===== config.mk =====
export PLATFORM = sky130hd
export DESIGN_NAME = bbea_front
export DESIGN_NICKNAME = d
export VERILOG_FILES = /design/src/rtl/core/box_blur_3x3_edge_aware_assert.svh /design/src/rtl/core/bbea_pkg.sv /design/src/rtl/core/bbea_front.sv
export SDC_FILE = /design/constraint.sdc
export NUM_CORES = 1
export LEC_CHECK = 0
export BUFFER_PORTS_ARGS = -buffer_cell sky130_fd_sc_hd__buf_4
export CAP_MARGIN = 20
export CELL_PAD_IN_SITES_DETAIL_PLACEMENT = 1
export CELL_PAD_IN_SITES_GLOBAL_PLACEMENT = 2
export CORE_ASPECT_RATIO = 1.4
export CORE_MARGIN = 4
export CORE_UTILIZATION = 29
export DETAILED_ROUTE_END_ITERATION = 6
export MAX_ROUTING_LAYER = met4
export PLACE_DENSITY = 0.85
export SLEW_MARGIN = 20
export SYNTH_ARGS = -nofsm -noshare
export SYNTH_HDL_FRONTEND = slang
export SYNTH_SLANG_ARGS = --single-unit

===== constraint.sdc =====
create_clock -name aclk -period 3 [get_ports aclk]
set_clock_uncertainty 0.05 [all_clocks]
set_input_delay 0.6 -clock aclk [delete_from_list [all_inputs] [get_ports aclk]]
set_output_delay 0.6 -clock aclk [all_outputs]
set_load 0.01 [all_outputs]

===== src/rtl/core/box_blur_3x3_edge_aware_assert.svh =====
// ============================================================================
// Assertion macros for the box blur block
// Concurrent assertion wrappers that compile away when ASSERT_OFF is set.
// ============================================================================
`ifndef BOX_BLUR_3X3_EDGE_AWARE_ASSERT_SVH
`define BOX_BLUR_3X3_EDGE_AWARE_ASSERT_SVH
`ifndef ASSERT_OFF
`define BBEA_ASSERT(label, clk, rst_n, prop, msg) \
    label: assert property (@(posedge clk) disable iff (!rst_n) prop) else $error(msg);
`define BBEA_ASSERT_NEVER(label, clk, rst_n, expr, msg) \
    label: assert property (@(posedge clk) disable iff (!rst_n) !(expr)) else $error(msg);
`else
`define BBEA_ASSERT(label, clk, rst_n, prop, msg)
`define BBEA_ASSERT_NEVER(label, clk, rst_n, expr, msg)
`endif
`endif


===== src/rtl/core/bbea_pkg.sv =====
// ============================================================================
// Box blur package
// Types, codes and constants shared by the box blur modules.
// ============================================================================
package bbea_pkg;

    localparam int CW          = 11;
    localparam int RW          = 16;
    localparam int CFG_INDEX_W = 1;
    localparam int CFG_DATA_W  = 16;
    localparam int TAPS        = 9;
    localparam int SUM_W       = 12;
    localparam int CNT_W       = 4;
    localparam int RECIP_W     = 17;
    localparam int RECIP_SHIFT = 16;
    localparam int QUEUE_DEPTH = 2;
    localparam int QPTR_W      = $clog2(QUEUE_DEPTH);

    localparam logic [CFG_INDEX_W-1:0] REG_FRAME_WIDTH  = 1'd0;
    localparam logic [CFG_INDEX_W-1:0] REG_FRAME_HEIGHT = 1'd1;

    localparam logic [1:0] TAP_LEFT  = 2'd0;
    localparam logic [1:0] TAP_MID   = 2'd1;
    localparam logic [1:0] TAP_RIGHT = 2'd2;

    typedef enum logic {
        ACT_PIXEL = 1'b0,
        ACT_DRAIN = 1'b1
    } action_t;

    typedef enum logic {
        CMD_PIXEL,
        CMD_DRAIN
    } cmd_kind_t;

    typedef enum logic [2:0] {
        BK_IDLE,
        BK_READ,
        BK_LOAD,
        BK_SUM,
        BK_MUL
    } back_state_t;

    typedef struct packed {
        logic [7:0] red;
        logic [7:0] green;
        logic [7:0] blue;
    } pixel_t;

    typedef logic [TAPS-1:0] tap_mask_t;

    typedef struct packed {
        cmd_kind_t       kind;
        logic [CW-1:0]   col;
        pixel_t          pix;
        logic            emit_a;
        tap_mask_t       mask_a;
        logic            emit_b;
        tap_mask_t       mask_b;
        logic            frame_end;
    } cmd_t;

    // Rounded-up reciprocal of the tap count, exact for every 3x3 sum of bytes.
    function automatic logic [RECIP_W-1:0] recip(input logic [CNT_W-1:0] cnt);
        logic [RECIP_W-1:0] r;
        case (cnt)
            4'd1:    r = 17'd65536;
            4'd2:    r = 17'd32768;
            4'd3:    r = 17'd21846;
            4'd4:    r = 17'd16384;
            4'd5:    r = 17'd13108;
            4'd6:    r = 17'd10923;
            4'd7:    r = 17'd9363;
            4'd8:    r = 17'd8192;
            4'd9:    r = 17'd7282;
            default: r = 17'd65536;
        endcase
        return r;
    endfunction

endpackage


===== src/rtl/core/bbea_front.sv =====
// ============================================================================
// Box blur front end
// Holds the frame configuration and scan position, classifies each item and
// issues commands with tap masks to the back end.
// ============================================================================
module bbea_front #(
    parameter int MAX_WIDTH = 1024
) (
    input  logic                                aclk,
    input  logic                                aresetn,
    input  logic                                cfg_valid,
    output logic                                cfg_ready,
    input  logic [bbea_pkg::CFG_INDEX_W-1:0]    cfg_index,
    input  logic [bbea_pkg::CFG_DATA_W-1:0]     cfg_data,
    input  logic                                s_tvalid,
    output logic                                s_tready,
    input  logic [23:0]                         s_tdata,
    input  logic                                s_tuser,
    input  logic                                q_full,
    output logic                                push_valid,
    output bbea_pkg::cmd_t                      push_cmd
);

    localparam int CW = bbea_pkg::CW;
    localparam int RW = bbea_pkg::RW;
    localparam logic [CW-1:0] WIDTH_RESET = CW'((MAX_WIDTH < 640) ? MAX_WIDTH : 640);
    localparam logic [RW-1:0] HEIGHT_RESET = RW'(480);

    logic [CW-1:0] width_reg, width_next;
    logic [RW-1:0] height_reg, height_next;
    logic [RW-1:0] row_reg, row_next;
    logic [CW-1:0] col_reg, col_next;
    logic [CW-1:0] drain_reg, drain_next;

    logic [CW-1:0] cfg_width;
    logic [RW-1:0] cfg_height;
    logic          s_accept;
    logic          is_drain;
    logic          row_ge1;
    logic          row_ge2;
    logic          two_rows;
    logic          col_last;
    logic          pix_ok;
    logic          drain_ok;
    logic [CW-1:0] drain_col;
    logic          drain_last;
    bbea_pkg::tap_mask_t mask9;
    bbea_pkg::tap_mask_t mask6;
    bbea_pkg::tap_mask_t mask_drain;
    bbea_pkg::pixel_t    in_pix;

    assign cfg_ready = 1'b1;
    assign s_tready  = !q_full && !cfg_valid;
    assign s_accept  = s_tvalid && s_tready;
    assign is_drain  = (s_tuser == bbea_pkg::ACT_DRAIN);

    assign in_pix.red   = s_tdata[7:0];
    assign in_pix.green = s_tdata[15:8];
    assign in_pix.blue  = s_tdata[23:16];

    always_comb begin
        cfg_width = cfg_data[CW-1:0];
        if (cfg_width == '0) begin
            cfg_width = CW'(1);
        end else if (32'(cfg_width) > MAX_WIDTH) begin
            cfg_width = CW'(MAX_WIDTH);
        end
        cfg_height = cfg_data[RW-1:0];
        if (cfg_height == '0) begin
            cfg_height = RW'(1);
        end
    end

    assign row_ge1    = (row_reg != '0);
    assign row_ge2    = (row_reg > RW'(1));
    assign two_rows   = (height_reg > RW'(1));
    assign col_last   = (col_reg == (width_reg - CW'(1)));
    assign pix_ok     = (row_reg < height_reg) && (col_reg < width_reg);
    assign drain_ok   = (row_reg >= height_reg);
    assign drain_col  = (drain_reg >= width_reg) ? (width_reg - CW'(1)) : drain_reg;
    assign drain_last = (drain_col == (width_reg - CW'(1)));

    // Window taps are numbered column by column, oldest column first, top row first.
    always_comb begin
        for (int i = 0; i < bbea_pkg::TAPS; i++) begin
            mask9[i] = (((i % 3) != 0) || row_ge2) && ((i >= 3) || (col_reg >= CW'(2)));
            mask6[i] = (i >= 3) && (((i % 3) != 0) || row_ge2) &&
                       ((i >= 6) || (col_reg != '0));
        end
        mask_drain    = '0;
        mask_drain[0] = (drain_col != '0) && two_rows;
        mask_drain[1] = (drain_col != '0);
        mask_drain[3] = two_rows;
        mask_drain[4] = 1'b1;
        mask_drain[6] = !drain_last && two_rows;
        mask_drain[7] = !drain_last;
    end

    always_comb begin
        width_next  = width_reg;
        height_next = height_reg;
        row_next    = row_reg;
        col_next    = col_reg;
        drain_next  = drain_reg;
        push_valid  = 1'b0;
        push_cmd    = '0;
        if (cfg_valid) begin
            case (cfg_index)
                bbea_pkg::REG_FRAME_WIDTH:  width_next  = cfg_width;
                bbea_pkg::REG_FRAME_HEIGHT: height_next = cfg_height;
                default: ;
            endcase
            row_next   = '0;
            col_next   = '0;
            drain_next = '0;
        end else if (s_accept) begin
            if (!is_drain) begin
                if (pix_ok) begin
                    push_valid      = 1'b1;
                    push_cmd.kind   = bbea_pkg::CMD_PIXEL;
                    push_cmd.col    = col_reg;
                    push_cmd.pix    = in_pix;
                    push_cmd.emit_a = row_ge1 && (col_reg != '0);
                    push_cmd.mask_a = mask9;
                    push_cmd.emit_b = row_ge1 && col_last;
                    push_cmd.mask_b = mask6;
                    if (col_last) begin
                        col_next   = '0;
                        row_next   = row_reg + RW'(1);
                        drain_next = '0;
                    end else begin
                        col_next = col_reg + CW'(1);
                    end
                end
            end else if (drain_ok) begin
                push_valid         = 1'b1;
                push_cmd.kind      = bbea_pkg::CMD_DRAIN;
                push_cmd.col       = drain_col;
                push_cmd.emit_a    = 1'b1;
                push_cmd.mask_a    = mask_drain;
                push_cmd.frame_end = drain_last;
                if (drain_last) begin
                    row_next   = '0;
                    col_next   = '0;
                    drain_next = '0;
                end else begin
                    drain_next = drain_col + CW'(1);
                end
            end
        end
    end

    always_ff @(posedge aclk) begin
        if (!aresetn) begin
            width_reg  <= WIDTH_RESET;
            height_reg <= HEIGHT_RESET;
            row_reg    <= '0;
            col_reg    <= '0;
            drain_reg  <= '0;
        end else begin
            width_reg  <= width_next;
            height_reg <= height_next;
            row_reg    <= row_next;
            col_reg    <= col_next;
            drain_reg  <= drain_next;
        end
    end

endmodule


# Yosys cells after proc, flatten, opt, wreduce, memory -nomap -nowiden
# Cells that the tools add are included.
[totals] wordCells=83 in_bits=47 register_bits=65 output_inout_bits=60
[op_classes] bitwise_logic=2 muxes=35 eq_ne=4 n_lt_le_gt_ge=8 addsub=4 reduce_logical=25
[ops] operator="$mux W11" n=13
[ops] operator="$mux W57" n=2
[ops] operator="$mux W16" n=6
[ops] operator="$mux W55" n=1
[ops] operator="$gt A16 B1 Y1 const B" n=2
[ops] operator="$mux W10" n=3
[ops] operator="$mux W12" n=2
[ops] operator="$mux W24" n=1
[ops] operator="$add A11 B1 Y11 const B" n=2
[ops] operator="$eq A11 B11 Y1" n=2
[ops] operator="$reduce_bool A11 Y1" n=2
[ops] operator="$add A16 B1 Y16 const B" n=1
[ops] operator="$ge A16 B16 Y1" n=1
[ops] operator="$logic_not A16 Y1" n=1
[ops] operator="$lt A16 B16 Y1" n=1
[ops] operator="$reduce_bool A16 Y1" n=1
[ops] operator="$ge A11 B11 Y1" n=1
[ops] operator="$ge A11 B2 Y1 const B" n=1
[ops] operator="$gt A11 B11 Y1 const B" n=1
[ops] operator="$logic_not A11 Y1" n=1
[ops] operator="$lt A11 B11 Y1" n=1
[ops] operator="$sub A11 B1 Y11 const B" n=1
[ops] operator="$logic_and A1 B1 Y1" n=9
[ops] operator="$reduce_and A4 Y1" n=2
[ops] operator="other kinds (8)" n=20

# Longest topological paths before layout
[logic_depth] depth_word=9 depth_mapped=13 mapped_depth_nobuf=11

# Worst setup path after synthesis
# Ideal clock, no wire load.
[synth_timing] path_kind="reg2out" start="register width_reg[6]" end="output port push_cmd[47] in the netlist's numbering" arrival_time_ns=2.738 path_slack_ns=-0.388 required_ns=2.350 stages_incl_launch_ff=11 n_path_buf=2 cell_sequence="dfxtp_1 clkbuf_1 inv_1 ha_1 a22o_1 o41ai_1 o2111ai_1 nor2_1 clkbuf_1 nand2_1 o21ai_0"
[synth_lines] element="start, declared" line="bbea_front.sv:29" text="logic [CW-1:0] width_reg, width_next;"
[synth_lines] element="start signal, assigned" line="bbea_front.sv:161" text="width_reg <= width_next;"
[synth_lines] element="end, declared" line="bbea_front.sv:21" text="output bbea_pkg::cmd_t push_cmd"

==> out/metrics.yaml <==
status: "complete, but fails checks"
violations: "setup timing"
fillerInstances: 2330
via_count: 7251
die_boundary_width_um: 129
first_global_vias: 7356
worst-slew-pin-transition_ns: 0.730
tritoncts_sinks: 65
top_level_i_o_count: 107
synth.largest_area_cell: "sky130_fd_sc_hd__dfxtp_1"
rsz0062_at_grt: "yes"
timing.hold.worst.class: "flop to flop"
syn_avg_cell_area_um2: 7.53
drt_wl_total_um: 29100
worst_path_largest_cell_delay_ns: 0.50
post_synth_main_area_contributors: "sky130_fd_sc_hd__dfxtp_1, sky130_fd_sc_hd__ha_1, sky130_fd_sc_hd__nand2_1, sky130_fd_sc_hd__o21ai_0, sky130_fd_sc_hd__xnor3_1"
setup-tns-final_ns: -24.28
timing.critical_path.required_ns: 2.35
worst_ep_arrival_time_ns: 2.86
globalRoute.totalOverflow: 0
irDropWorstVdd_v: 0.000298
timing_max_transition_violations_final: 0
synth_commonest_cells: "sky130_fd_sc_hd__nand2_1, sky130_fd_sc_hd__dfxtp_1, sky130_fd_sc_hd__o21ai_0"
nNetsFinal: 1124
seqCellArea_mm2: 0.00133
drt_drc_violations_left: 0
core-area_mm2: 0.0201
slew_headroom_pct: 51.1
power.static_leakage_nw: 4.14
critical-path-slowest-cell: "sky130_fd_sc_hd__or4_4"
critical_path_class: "flop to primary output"
multi_input_comb_area_mm2: 0.00514
netlist_instances: 791
tritoncts: "built"
critical_path.max_fanout: 3
max_freq_ghz: 0.285
placement.io_buffers: 102
synth_flop_cell: "sky130_fd_sc_hd__dfxtp_1"
synthesis_stage_register_bit_count: 65
fin_ws_ns: -0.512
synth.distinct_cells: 73
die_area_mm2: 0.0229
cts-buffers-inserted: 9
dpl.hpwl_um: 20600
drive_above_1_share_pct: 47.8
cts-htree-levels: 3
drtPass1Iterations: 5
utilization_pct: 48.6
setup_viol: 88
path_buf_inv: 4
row_count: 61
final_cycle_utilization_of_the_critical_path_pct: 117
power.density_cell_area_mw_per_mm2: 269
critical_path.cell_chain: "inv_2 > ha_4 > or4b_4 > buf_6 > or4_4 > o21ai_4 > nor4_4 > buf_4 > a211oi_4 > or2_4 > buf_6"
start_util_pct: 29.7
cts-root-to-sink-buffers: 2
timing.final.crit_period_ns: 3.51
wl_per_cell_um: 22.6
ctsHoldBuffers: 0
synth_most_common_cell: "sky130_fd_sc_hd__nand2_1"
root_driver: "sky130_fd_sc_hd__clkbuf_16"
yosys_warnings: 0
startpoint_types: "flop"
path_delay_family: "simple AND/OR/NAND/NOR gates"
number_of_synthesized_flops_with_an_enable_pin: 0
place_congestion: 0.969
timing.critical_path.mode_cell: "sky130_fd_sc_hd__buf_6"
global_route.usage.total_pct: 23.8
yosys.area.top_type_share_pct: 21.8
worst_setup_hold_path_clk_slew_ns: 0.06
seq_area_frac_synth_pct: 21.8
synthesized_area_mm2: 0.00596
route.antenna.remaining_nets: 0
grt_antenna_before_repair: 1
grt_pass1_wl_um: 40800
area.growth.synth_to_final_pct: 63.9
worst_skew_pair.late_latency_ns: 0.36
post_drt_via_cell_ratio: 5.63
die_height_um: 178
crit_path_end_kind: "primary output"
hold_violations: 0
drtIter0Drc: 420
async_s_r_ff_share_synth_pct: 0
count_of_maximum_capacitance_violations: 0
largest_net_degree_at_the_start_of_global_routing: 30
[cell usage in the layout, fill, tap and decap left out, types with 14 or more instances in the layout]
master,n
sky130_fd_sc_hd__buf_6,74
sky130_fd_sc_hd__nand4_1,15
sky130_fd_sc_hd__inv_1,27
sky130_fd_sc_hd__and3_4,26
sky130_fd_sc_hd__dfxtp_1,44
sky130_fd_sc_hd__o21ai_2,16
sky130_fd_sc_hd__o21ai_1,17
sky130_fd_sc_hd__nand3_1,25
sky130_fd_sc_hd__a21oi_1,16
sky130_fd_sc_hd__ha_4,14
sky130_fd_sc_hd__o21ai_0,34
sky130_fd_sc_hd__ha_1,32
sky130_fd_sc_hd__nor2_1,39
sky130_fd_sc_hd__dfxtp_2,19
sky130_fd_sc_hd__nand2_1,82
sky130_fd_sc_hd__buf_4,206
[where the power goes]
part | switching (mW) | internal [mW]
clock network | 0.476 | 0.591
logic | 0.344 | 0.318
registers | 0.0136 | 0.881
[final cells by class]
| cell class | instances | share of cell area [%] |
|---|---|---|
| Clock inverter | 6 | 0.500 |
| Tap cell | 252 | 3.23 |
| Inverter | 44 | 1.79 |
| Timing Repair Buffer | 287 | 25.8 |
| Antenna cell | 1 | 0.0256 |
| Multi-Input combinational cell | 623 | 52.6 |
| Sequential cell | 65 | 13.6 |
| Clock buffer | 10 | 2.45 |
[per-layer routing]
metal	vias to the layer above	part of all wire, %	GRT usage [%]
li1	3387	-	-
met1	3573	37	25.8
met2	207	53	41.4
met3	84	3.4	2.89
met4	0	5.8	13.7
met5	-	0	-
[worst min-delay path: cells and delay by family (launching register included)]
kind / cells / cell delay (ns)
and+or+nand+nor: 1 / 0.04
AOI/OAI and AO/OA: 1 / 0.06
DFF: 1 / 0.32
[metrics by stage]
step | area, um2 | setup slack (ns) | cells | total power [mW] | hold slack (ns)
after floorplan | 6030 | 0.00124 | 793 | 1.18 | 0.393
after global placement | 7940 | -0.286 | 1232 | 1.42 | 0.409
after detailed placement | 7940 | -0.291 | 1232 | 1.43 | 0.409
after CTS | 8800 | -0.471 | 1273 | 2.56 | 0.418
after global routing | 9760 | -0.616 | 1288 | 2.73 | 0.432
final | 9760 | -0.512 | 1288 | 2.62 | 0.415
[what timing repair did]
action,4_1_cts,5_1_grt
gates resized for setup,109,220
cloned,3,0
setup endpoints to repair,91,91
setup buffers,22,17
pin swaps,26,75
[final timing paths]
check | start | endpoint | slack (ns) | depth (start not counted)
hold reg to reg | height_reg[10]$_SDFFE_PN0P_ | height_reg[10]$_SDFFE_PN0P_ | 0.41 | 2
setup reg to reg | width_reg[1]$_SDFFE_PN0P_ | col_reg[9]$_SDFFE_PP0P_ | -0.31 | 16
setup / recovery | width_reg[1]$_SDFFE_PN0P_ | push_cmd[18] | -0.51 | 11
hold / removal | height_reg[10]$_SDFFE_PN0P_ | height_reg[10]$_SDFFE_PN0P_ | 0.41 | 2
[cells by family (layout without fill, tap and decap cells)]
logic type | count (synthesis) | after routing | share of synthesized area (%)
multiplexers | 2 | 2 | 0.336
flip-flops | 65 | 65 | 21.8
buffers and inverters | 105 | 347 | 7.50
adder cells (fa/ha/maj) | 48 | 48 | 10.0
AO/OA/AOI/OAI | 213 | 213 | 23.8
other | 2 | 5 | 0.126
XOR/XNOR | 27 | 27 | 6.51
AND/OR/NAND/NOR | 329 | 329 | 29.9
(Power assumes the default switching activity.)
