## src/rtl/core/box_blur_3x3_edge_aware_assert.svh

```systemverilog
// ============================================================================
// Assertion macros for the box blur block
// Concurrent assertion wrappers that compile away when ASSERT_OFF is set.
// ============================================================================
`ifndef BOX_BLUR_3X3_EDGE_AWARE_ASSERT_SVH
`define BOX_BLUR_3X3_EDGE_AWARE_ASSERT_SVH
`ifndef ASSERT_OFF
`define BBEA_ASSERT(label, clk, rst_n, prop, msg) \
    label: assert property (@(posedge clk) disable iff (!rst_n) prop) else $error(msg);
`define BBEA_ASSERT_NEVER(label, clk, rst_n, expr, msg) \
    label: assert property (@(posedge clk) disable iff (!rst_n) !(expr)) else $error(msg);
`else
`define BBEA_ASSERT(label, clk, rst_n, prop, msg)
`define BBEA_ASSERT_NEVER(label, clk, rst_n, expr, msg)
`endif
`endif

```

## src/rtl/core/bbea_pkg.sv

```systemverilog
// ============================================================================
// Box blur package
// Types, codes and constants shared by the box blur modules.
// ============================================================================
package bbea_pkg;

    localparam int CW          = 11;
    localparam int RW          = 16;
    localparam int CFG_INDEX_W = 1;
    localparam int CFG_DATA_W  = 16;
    localparam int TAPS        = 9;
    localparam int SUM_W       = 12;
    localparam int CNT_W       = 4;
    localparam int RECIP_W     = 17;
    localparam int RECIP_SHIFT = 16;
    localparam int QUEUE_DEPTH = 2;
    localparam int QPTR_W      = $clog2(QUEUE_DEPTH);

    localparam logic [CFG_INDEX_W-1:0] REG_FRAME_WIDTH  = 1'd0;
    localparam logic [CFG_INDEX_W-1:0] REG_FRAME_HEIGHT = 1'd1;

    localparam logic [1:0] TAP_LEFT  = 2'd0;
    localparam logic [1:0] TAP_MID   = 2'd1;
    localparam logic [1:0] TAP_RIGHT = 2'd2;

    typedef enum logic {
        ACT_PIXEL = 1'b0,
        ACT_DRAIN = 1'b1
    } action_t;

    typedef enum logic {
        CMD_PIXEL,
        CMD_DRAIN
    } cmd_kind_t;

    typedef enum logic [2:0] {
        BK_IDLE,
        BK_READ,
        BK_LOAD,
        BK_SUM,
        BK_MUL
    } back_state_t;

    typedef struct packed {
        logic [7:0] red;
        logic [7:0] green;
        logic [7:0] blue;
    } pixel_t;

    typedef logic [TAPS-1:0] tap_mask_t;

    typedef struct packed {
        cmd_kind_t       kind;
        logic [CW-1:0]   col;
        pixel_t          pix;
        logic            emit_a;
        tap_mask_t       mask_a;
        logic            emit_b;
        tap_mask_t       mask_b;
        logic            frame_end;
    } cmd_t;

    // Rounded-up reciprocal of the tap count, exact for every 3x3 sum of bytes.
    function automatic logic [RECIP_W-1:0] recip(input logic [CNT_W-1:0] cnt);
        logic [RECIP_W-1:0] r;
        case (cnt)
            4'd1:    r = 17'd65536;
            4'd2:    r = 17'd32768;
            4'd3:    r = 17'd21846;
            4'd4:    r = 17'd16384;
            4'd5:    r = 17'd13108;
            4'd6:    r = 17'd10923;
            4'd7:    r = 17'd9363;
            4'd8:    r = 17'd8192;
            4'd9:    r = 17'd7282;
            default: r = 17'd65536;
        endcase
        return r;
    endfunction

endpackage

```

## src/rtl/core/bbea_cmd_fifo.sv

```systemverilog
// ============================================================================
// Box blur command queue
// Short FIFO that decouples the front end from the back end.
// ============================================================================
module bbea_cmd_fifo (
    input  logic            aclk,
    input  logic            aresetn,
    input  logic            push_valid,
    input  bbea_pkg::cmd_t  push_cmd,
    output logic            full,
    output logic            pop_valid,
    input  logic            pop_ready,
    output bbea_pkg::cmd_t  pop_cmd
);

    localparam int DEPTH = bbea_pkg::QUEUE_DEPTH;
    localparam int PW    = bbea_pkg::QPTR_W;

    bbea_pkg::cmd_t entry_reg [DEPTH];
    logic [PW-1:0]  wr_ptr_reg, wr_ptr_next;
    logic [PW-1:0]  rd_ptr_reg, rd_ptr_next;
    logic [PW:0]    count_reg, count_next;
    logic           do_push;
    logic           do_pop;

    assign full      = (count_reg == (PW + 1)'(DEPTH));
    assign pop_valid = (count_reg != '0);
    assign pop_cmd   = entry_reg[rd_ptr_reg];
    assign do_push   = push_valid && !full;
    assign do_pop    = pop_valid && pop_ready;

    always_comb begin
        wr_ptr_next = wr_ptr_reg;
        rd_ptr_next = rd_ptr_reg;
        count_next  = count_reg;
        if (do_push) begin
            wr_ptr_next = (wr_ptr_reg == PW'(DEPTH - 1)) ? '0 : wr_ptr_reg + PW'(1);
        end
        if (do_pop) begin
            rd_ptr_next = (rd_ptr_reg == PW'(DEPTH - 1)) ? '0 : rd_ptr_reg + PW'(1);
        end
        if (do_push && !do_pop) begin
            count_next = count_reg + (PW + 1)'(1);
        end else if (do_pop && !do_push) begin
            count_next = count_reg - (PW + 1)'(1);
        end
    end

    always_ff @(posedge aclk) begin
        if (do_push) begin
            entry_reg[wr_ptr_reg] <= push_cmd;
        end
    end

    always_ff @(posedge aclk) begin
        if (!aresetn) begin
            wr_ptr_reg <= '0;
            rd_ptr_reg <= '0;
            count_reg  <= '0;
        end else begin
            wr_ptr_reg <= wr_ptr_next;
            rd_ptr_reg <= rd_ptr_next;
            count_reg  <= count_next;
        end
    end

endmodule

```

## config.mk

```make
export PLATFORM = sky130hd
export DESIGN_NAME = bbea_cmd_fifo
export DESIGN_NICKNAME = d
export VERILOG_FILES = /design/src/rtl/core/box_blur_3x3_edge_aware_assert.svh /design/src/rtl/core/bbea_pkg.sv /design/src/rtl/core/bbea_cmd_fifo.sv
export SDC_FILE = /design/constraint.sdc
export NUM_CORES = 1
export LEC_CHECK = 0
export ABC_AREA = 1
export BUFFER_PORTS_ARGS = -buffer_cell sky130_fd_sc_hd__buf_2
export CAP_MARGIN = 15
export CORE_AREA = 2 2 115 95
export DETAILED_ROUTE_END_ITERATION = 6
export DIE_AREA = 0 0 117 97
export GPL_TIMING_DRIVEN = 0
export PLACE_DENSITY = 0.69
export SKIP_CTS_REPAIR_TIMING = 1
export SLEW_MARGIN = 20
export SYNTH_ARGS = -nofsm -noshare
export SYNTH_HDL_FRONTEND = slang
export SYNTH_SLANG_ARGS = --single-unit
```

## constraint.sdc

```tcl
create_clock -name aclk -period 6.15 [get_ports aclk]
set_input_delay 0.3075 -clock aclk [delete_from_list [all_inputs] [get_ports aclk]]
set_output_delay 0.3075 -clock aclk [all_outputs]
set_load 0.01 [all_outputs]
```

# After elaboration in Yosys (flattened, before gate mapping)

Memories as Yosys holds them, arrays and structs flattened. A register that Yosys moved wholly into a read port is not among the register bits.
Cells that the tools add are included.

Flip-flop bits (word level): 4
Latch bits: 0
Bits in writable memories: 114
ROM bits: 0
Bits of input ports: 61
Output and inout port bits: 59
Logic and storage cells: 26
Memories: 1

Memory list:

| name      | words | bits a word | rd ports | clocked after Yosys merged registers in | write ports | RTL line            | RTL |
|---|---|---|---|---|---|---|---|
| entry_reg | 2     | 57          | 1        | 1                                       | 1           | bbea_cmd_fifo.sv:19 | `bbea_pkg::cmd_t entry_reg [DEPTH];` |

$add $sub $neg: 4
Multipliers: 0
Div/mod/pow operators: 0
$lt $le $gt $ge: 0
Equality and inequality tests: 1
Shift operators: 0
Mux-type cells: 8
Bitwise operators: 0
Reductions and logical operators: 9

Operator list:

| operator                                          | number |
|---|---|
| two-way mux 1 bit                                 | 6 |
| logical AND 1 bit                                 | 4 |
| two-way mux 2 bit                                 | 2 |
| nonzero test 2 bit                                | 2 |
| zero test 1 bit                                   | 3 |
| adder 1 bit (second input constant)               | 2 |
| adder 2 x 1 -> 2 bit (second input constant)      | 1 |
| equality test 2 bit (second input constant)       | 1 |
| subtractor 2 x 1 -> 2 bit (second input constant) | 1 |

# Logic depth before layout (Yosys ltp)

Gate-level depths: netlist (run 1).

Depth in word-level cells: 7
Gate-level depth with buffers: 10
Depth with buffers taken out: 10

# Worst setup path after synthesis (run 1)

OpenSTA, ideal clock, no wires.

Path kind: reg2reg
From: register count_reg[1]
To: memory entry_reg[0][0] (netlist bit), enable pin
Setup time: 0.472 ns
Arrival: 2.877 ns
Data required time: 5.678 ns
Path slack: 2.801 ns
Stages on the path, launching flop included: 4
Buffers on the path: 0
Period minus slack after synthesis: 3.349 ns
Cells stage by stage: dfxtp_1 -> inv_1 -> o21ai_2 -> nor2_1

Longest elaborated chain between the ends: 5

Ends and longest elaborated chain:

| element                                 | RTL line            | RTL |
|---|---|---|
| from (decl)                             | bbea_cmd_fifo.sv:22 | `logic [PW:0] count_reg, count_next;` |
| from (signal assigned)                  | bbea_cmd_fifo.sv:63 | `count_reg <= count_next;` |
| equality test 2 bit                     | bbea_cmd_fifo.sv:26 | `assign full = (count_reg == (PW + 1)'(DEPTH));` |
| zero test 1 bit                         | bbea_cmd_fifo.sv:29 | `assign do_push = push_valid && !full;` |
| logical AND 1 bit                       | bbea_cmd_fifo.sv:29 |  |
| two-way mux 1 bit                       | bbea_cmd_fifo.sv:50 | `if (do_push) begin` |
| two-way mux 1 bit (not written as such) | bbea_cmd_fifo.sv:51 | `entry_reg[wr_ptr_reg] <= push_cmd;` |
| to (decl)                               | bbea_cmd_fifo.sv:19 |  |

Every way passes these cells.

==> flow_summary.json, run 1 <==
{
  "outcome": "finished, final reports clean",
  "antenna_cells": 0,
  "die_w_um": 117,
  "fmax_ghz": 0.513,
  "clock_sinks": 119,
  "routedWlPerCell_um": 15.1,
  "core_area_mm2": 0.0101,
  "worst_slack_ns": 4.20,
  "period_minus_slack_ns": 1.95,
  "post-route-util_pct": 58.7,
  "setup_viol": 0,
  "rsz0062_at_grt": "false",
  "rr_startpoint": "count_reg[1]$_SDFFE_PN0P_",
  "p_leak_nw": 2.32,
  "hold_class": "in -> reg",
  "rows": 33,
  "crit_required_ns": 5.84,
  "syn-num-nets": 276,
  "ant_nets": 0,
  "dieArea_mm2": 0.0113,
  "yosys_register_bits": 119,
  "crit_fanout": 10,
  "path_class": "reg -> out",
  "hold_viol": 0,
  "r2r_cells": 4,
  "finalNonFillerCells": 509,
  "firstDrtPassIters": 4,
  "ios": 120,
  "fin_tns_setup_ns": 0,
  "fin_skew_ns": 0.00638,
  "syn_area_mm2": 0.00448,
  "htreeDepth": 4,
  "cp-endpoint": "pop_cmd[24]",
  "yosysSeqAreaShare_pct": 78.7,
  "syn_area_per_cell_um2": 20.9,
  "clockBufferDepth": 2,
  "grt_pass1_wl_um": 11900,
  "end_kind": "output port",
  "initial_core_util_pct": 44.3,
  "cts_tree": "built",
  "ys_types": 16,
  "viasPerCell": 4.64,
  "pre_cts_slack_ns": 4.54,
  "port-buffer-count": 119,
  "finalNetCount": 418,
  "antenna_found_initial": 0,
  "start_kind": "register",
  "clk_latency_ns": 0.40,
  "grt_max_degree": 26,
  "die_h_um": 97,
  "vias": 2364,
  "ys_warn_count": 0,
  "rr_endpoint": "entry_reg[0][31]$_DFFE_PP_",
  "gr-usage-all-layers_pct": 14.3,
  "holdWs_ns": 0.0911,
  "hpwlAfterDp_um": 5240,
  "syn_inst": 214,
  "dp_cells": 477,
  "first_iter_violations": 99,
  "layout_common_cells": "buf_2 (121), edfxtp_1 (114), mux2_4 (30)",
  "area_growth_pct": 32.5,
  "root_buffer": "clkbuf_16",
  "place_congestion": 0.664,
  "cts_buffers": 17,
  "drv_slew": 0,
  "arrival_ns": 1.64,
  "rrSetupSlack_ns": 4.56,
  "max_slew_margin_pct": 64.0,
  "grt_pass1_vias": 2487,
  "largest_reg_flops": 114,
  "post-route-period-util_pct": 31.7,
  "drc": 0,
  "routed_wl_um": 7690,
  "power.density_mw_per_mm2": 435,
  "vdd_ir_drop_max_v": 0.000324,
  "final_common_cell": "buf_2",
  "cap_violations": 0,
  "drive_gt1_share_pct": 59.3,
  "tightest_slew_ns": 0.538,
  "grt_overflow": 0,
  "path_clk_slew_ns": 0.05
}
==> layout make-up <==
cell class                 count  area [um^2]
buffer                         6         55.1
timing repair buffer         123          691
multi-input combinational     81          885
inverter                       8         30.0
sequential                   119         3520
tap                          140          175
clock buffer                  20          447
fill                         782         4180
clock inverter                12          129
==> Yosys cell counts, drive strengths merged <==
cell | count | area share, %
nand3 | 1 | 0.11
dfxtp | 5 | 2.2
o21a | 1 | 0.17
inv | 8 | 0.67
mux2 | 57 | 17
ha | 1 | 0.28
nor2 | 9 | 0.75
a21oi | 1 | 0.11
o21ai | 3 | 0.42
edfxtp | 114 | 76
buf | 6 | 1.2
nand2 | 7 | 0.59
nand4 | 1 | 0.14
==> kinds of logic (layout without fill, tap and decap cells) <==
group	Yosys count	count (layout)	share of synthesized area, %
flops	119	119	78.7
mux	57	57	16.8
fa+ha+maj	1	1	0.279
simple gates	18	18	1.59
buf+inv	14	169	1.90
compound gates	5	5	0.699
==> critical path: stages, from the launching register on <==
cell and delay [ns]:
dfxtp_1 0.38, buf_6 0.20, buf_6 0.20, mux2_4 0.31, buf_2 0.15
==> power breakdown <==
group          switching, mW  internal, mW  leakage (nW)
sequential            0.0322          1.02          1.10
combinational          0.292         0.288         0.950
clock                  0.338         0.604         0.264
==> how the worst min path moves through the flow <==
stage                             from                          to  slack [ns]  cells past startpoint
6_report                   push_cmd[9]   entry_reg[1][9]$_DFFE_PP_        0.09                      1
5_1_grt                   push_cmd[23]  entry_reg[0][23]$_DFFE_PP_        0.07                      1
4_1_cts                   push_cmd[17]  entry_reg[1][17]$_DFFE_PP_        0.07                      1
3_5_place_dp   rd_ptr_reg$_SDFFE_PN0P_                    register        0.49                      2
3_3_place_gp   rd_ptr_reg$_SDFFE_PN0P_     rd_ptr_reg$_SDFFE_PN0P_        0.48                      2
2_1_floorplan              push_cmd[0]   entry_reg[0][0]$_DFFE_PP_        0.41                      0
==> metal layers <==
layer / vias to the layer above / GRT usage, % / part of all wire (%)
met3: 12 / 6.95 / 8.4
li1: 1115 / - / -
met4: 0 / 6.97 / 1.5
met5: - / 0 / 0
met2: 91 / 22.1 / 48
met1: 1146 / 16.6 / 42
==> metrics by stage <==
stage / area, um^2 / total power [mW]
after CTS: 5930 / 2.62
final: 5930 / 2.58
after global routing: 5930 / 2.70
after global placement: 5250 / 1.63
after detailed placement: 5360 / 1.67
after floorplan: 4480 / 1.44
Power figures use the tool's default switching activity.
==> inputs of run 2 (changes only) <==
--- a/config.mk
+++ b/config.mk
@@ -5,14 +5,14 @@
 export SDC_FILE = /design/constraint.sdc
 export NUM_CORES = 1
 export LEC_CHECK = 0
-export ABC_AREA = 1
+export ABC_AREA = 0
 export BUFFER_PORTS_ARGS = -buffer_cell sky130_fd_sc_hd__buf_2
 export CAP_MARGIN = 15
-export CORE_AREA = 2 2 115 95
+export CORE_AREA = 2 2 113 93
 export DETAILED_ROUTE_END_ITERATION = 6
-export DIE_AREA = 0 0 117 97
+export DIE_AREA = 0 0 115 95
 export GPL_TIMING_DRIVEN = 0
-export PLACE_DENSITY = 0.69
+export PLACE_DENSITY = 0.72
 export SKIP_CTS_REPAIR_TIMING = 1
 export SLEW_MARGIN = 20
 export SYNTH_ARGS = -nofsm -noshare
==> constraint.sdc (replaced) <==
create_clock -name aclk -period 1.73 [get_ports aclk]
set_input_delay 0.0865 -clock aclk [delete_from_list [all_inputs] [get_ports aclk]]
set_output_delay 0.0865 -clock aclk [all_outputs]
set_load 0.01 [all_outputs]
==> run 2 against run 1 <==
Compared with the run above: hold slack got worse by 0.0095 ns; count of clock-buffer cells in the layout is the same; clock skew up 0.0034 ns; total power rose to 3.7 times the previous value; area after synthesis decreased by 2.8%; highest routed layer unchanged.
==> flow_summary.json, run 2 <==
{
  "outcome": "finished, final reports clean",
  "clock_sinks": 119,
  "max_slew_margin_pct": 52.6,
  "rr_endpoint": "entry_reg[1][36]$_DFFE_PP_",
  "synth_top_area_share_pct": 78.6,
  "antenna_found_initial": 0,
  "yosysTopAreaCell": "edfxtp_1",
  "end_kind": "output port",
  "vias": 2569,
  "r2r_cells": 2,
  "ys_types": 24,
  "first_iter_violations": 111,
  "synth.most_common_cell": "edfxtp_1",
  "yosys-top-cells-count": "edfxtp_1 (114), mux2_1 (30), mux2_2 (27)",
  "path_clk_slew_ns": 0.05,
  "power.density_mw_per_mm2": 1480,
  "final_common_cell": "buf_2",
  "die_w_um": 115,
  "gr-usage-all-layers_pct": 14.5,
  "cpPeakStageDelay_ns": 0.37,
  "initial_core_util_pct": 43.9,
  "synth_fa_ha_area_share_pct": 0.287,
  "fmax_ghz": 0.605,
  "worst-path-buf-inv": 3,
  "arrival_ns": 1.57,
  "hold_class": "in -> reg",
  "synthSimpleGateAreaFrac_pct": 1.32,
  "cp_top_family": "buffers and inverters",
  "area_growth_pct": 48.9,
  "synth.area.mux_share_pct": 14.7,
  "synthXorXnorAreaFrac_pct": 0.604,
  "crit_slowest_cell": "dfxtp_2",
  "synth-compound-area-share_pct": 0.747,
  "cap_violations": 0,
  "synth_area_leaders": "edfxtp_1 (79%), mux2_1 (7.8%), mux2_2 (7.0%), dfxtp_1 (2.3%), buf_6 (0.78%)",
  "syn_area_per_cell_um2": 21.5,
  "drc": 0,
  "drv_slew": 0,
  "post-route-period-util_pct": 95.6,
  "fin_skew_ns": 0.00977,
  "antenna_cells": 0,
  "root_buffer": "clkbuf_16",
  "core_area_mm2": 0.00991,
  "syn-num-nets": 264,
  "hpwlAfterDp_um": 4900,
  "clk_latency_ns": 0.41,
  "grt_pass1_vias": 2358,
  "crit_cells": 4,
  "finalNetCount": 477,
  "vdd_ir_drop_max_v": 0.000986,
  "grt_max_degree": 58,
  "crit_required_ns": 1.64,
  "viasPerCell": 4.68,
  "setup_viol": 0,
  "cts_buffers": 17,
  "die_h_um": 95,
  "largest_reg_flops": 114,
  "rows": 33,
  "ios": 120,
  "layout_common_cells": "buf_2 (121), edfxtp_1 (114), dlygate4sd3_1 (58)",
  "async_flop_share_pct": 0,
  "hold_start": "push_valid",
  "yosys_most_used_dff": "edfxtp_1",
  "fin_tns_setup_ns": 0,
  "synth_top_family_by_area": "multiplexers",
  "syn_area_mm2": 0.00435,
  "grt_pass1_wl_um": 11300,
  "worst_slack_ns": 0.0762,
  "hold_viol": 0,
  "place_congestion": 0.649,
  "path_cells": "buf_6 -> buf_8 -> mux2_1 -> buf_2",
  "rrSetupSlack_ns": 0.12,
  "synth_edf_count": 114,
  "port-buffer-count": 119,
  "rr_startpoint": "count_reg[0]$_SDFFE_PN0P_",
  "routed_wl_um": 8490,
  "yosys_register_bits": 119,
  "path_class": "reg -> out",
  "clockBufferDepth": 2,
  "period_minus_slack_ns": 1.65,
  "pre_cts_slack_ns": -0.0300,
  "grt_overflow": 0,
  "p_leak_nw": 2.52,
  "tightest_slew_ns": 0.711,
  "cp-endpoint": "pop_cmd[21]",
  "crit_fanout": 10,
  "yosysSeqAreaShare_pct": 80.9,
  "ys_warn_count": 0,
  "ant_nets": 0,
  "start_kind": "register",
  "syn_inst": 202,
  "firstDrtPassIters": 4,
  "cts_tree": "built",
  "dieArea_mm2": 0.0109,
  "routedWlPerCell_um": 15.5,
  "drive_gt1_share_pct": 47.1,
  "htreeDepth": 4
}
-- run 2: changes by cell type after synthesis, sizes merged, moves of 2 or more --
| cell | change |
|---|---|
| nor2 | -8 |
| nand2 | -7 |
| inv | -6 |
| and2 | +3 |
| a21boi | +2 |
| xnor2 | +2 |
-- run 2: layout make-up --
| type | instances | area (um^2) |
|---|---|---|
| Sequential cell | 119 | 3530 |
| Fill cell | 696 | 3430 |
| Timing Repair Buffer | 193 | 1330 |
| Multi-Input combinational cell | 76 | 797 |
| Clock buffer | 20 | 437 |
| Clock inverter | 11 | 156 |
| Tap cell | 122 | 153 |
| Buffer | 6 | 68.8 |
| Inverter | 2 | 10.0 |
-- run 2: through the flow --
step	util (%)	area, um^2	instances	hold WS [ns]	total power [mW]
2_1_floorplan	-	4370	202	0.185	5.04
3_3_place_gp	51.7	5120	443	0.274	5.75
3_5_place_dp	52.4	5190	447	0.278	5.89
4_1_cts	58.4	5790	478	-0.147	9.44
5_1_grt	65.4	6480	549	0.0692	10.1
6_report	65.4	6480	549	0.0816	9.62
-- run 2: tightest hold or removal path, cell delays in order --
cell and delay (ns):
buf_2 0.11, a21boi_0 0.08, o21a_1 0.16
-- run 2: how the worst min path moves through the flow --
| stage | to | slack, ns | cells past startpoint |
|---|---|---|---|
| 2_1_floorplan | entry_reg[0][0]$_DFFE_PP_ | 0.19 | 0 |
| 3_3_place_gp | entry_reg[0][51]$_DFFE_PP_ | 0.27 | 1 |
| 3_5_place_dp | entry_reg[1][18]$_DFFE_PP_ | 0.28 | 1 |
| 4_1_cts | entry_reg[1][4]$_DFFE_PP_ | -0.15 | 1 |
| 5_1_grt | wr_ptr_reg$_SDFFE_PN0N_ | 0.07 | 3 |
| 6_report | wr_ptr_reg$_SDFFE_PN0N_ | 0.08 | 3 |
-- run 2: where the power goes --
part           leakage [nW]  internal (mW)  switching (mW)
Sequential             1.11           3.63           0.126
Combinational          1.13           1.20            1.14
Clock                 0.282           2.38            1.15
-- run 2: cells by family (layout without fill, tap and decap cells) --
family	count (synthesis)	in the layout
AND/OR/NAND/NOR	9	10
flip-flops	119	119
buffers and inverters	8	232
AO/OA/AOI/OAI	5	5
multiplexers	57	57
XOR/XNOR	3	3
adder cells (fa/ha/maj)	1	1
-- run 2: per-layer routing --
layer | routed length, um | GRT usage [%] | up-vias
met4 | 117 | 7.23 | 0
met2 | 4320 | 22.3 | 81
met5 | 0 | 0 | -
met1 | 3450 | 16.2 | 1241
li1 | - | - | 1233
met3 | 606 | 8.22 | 14
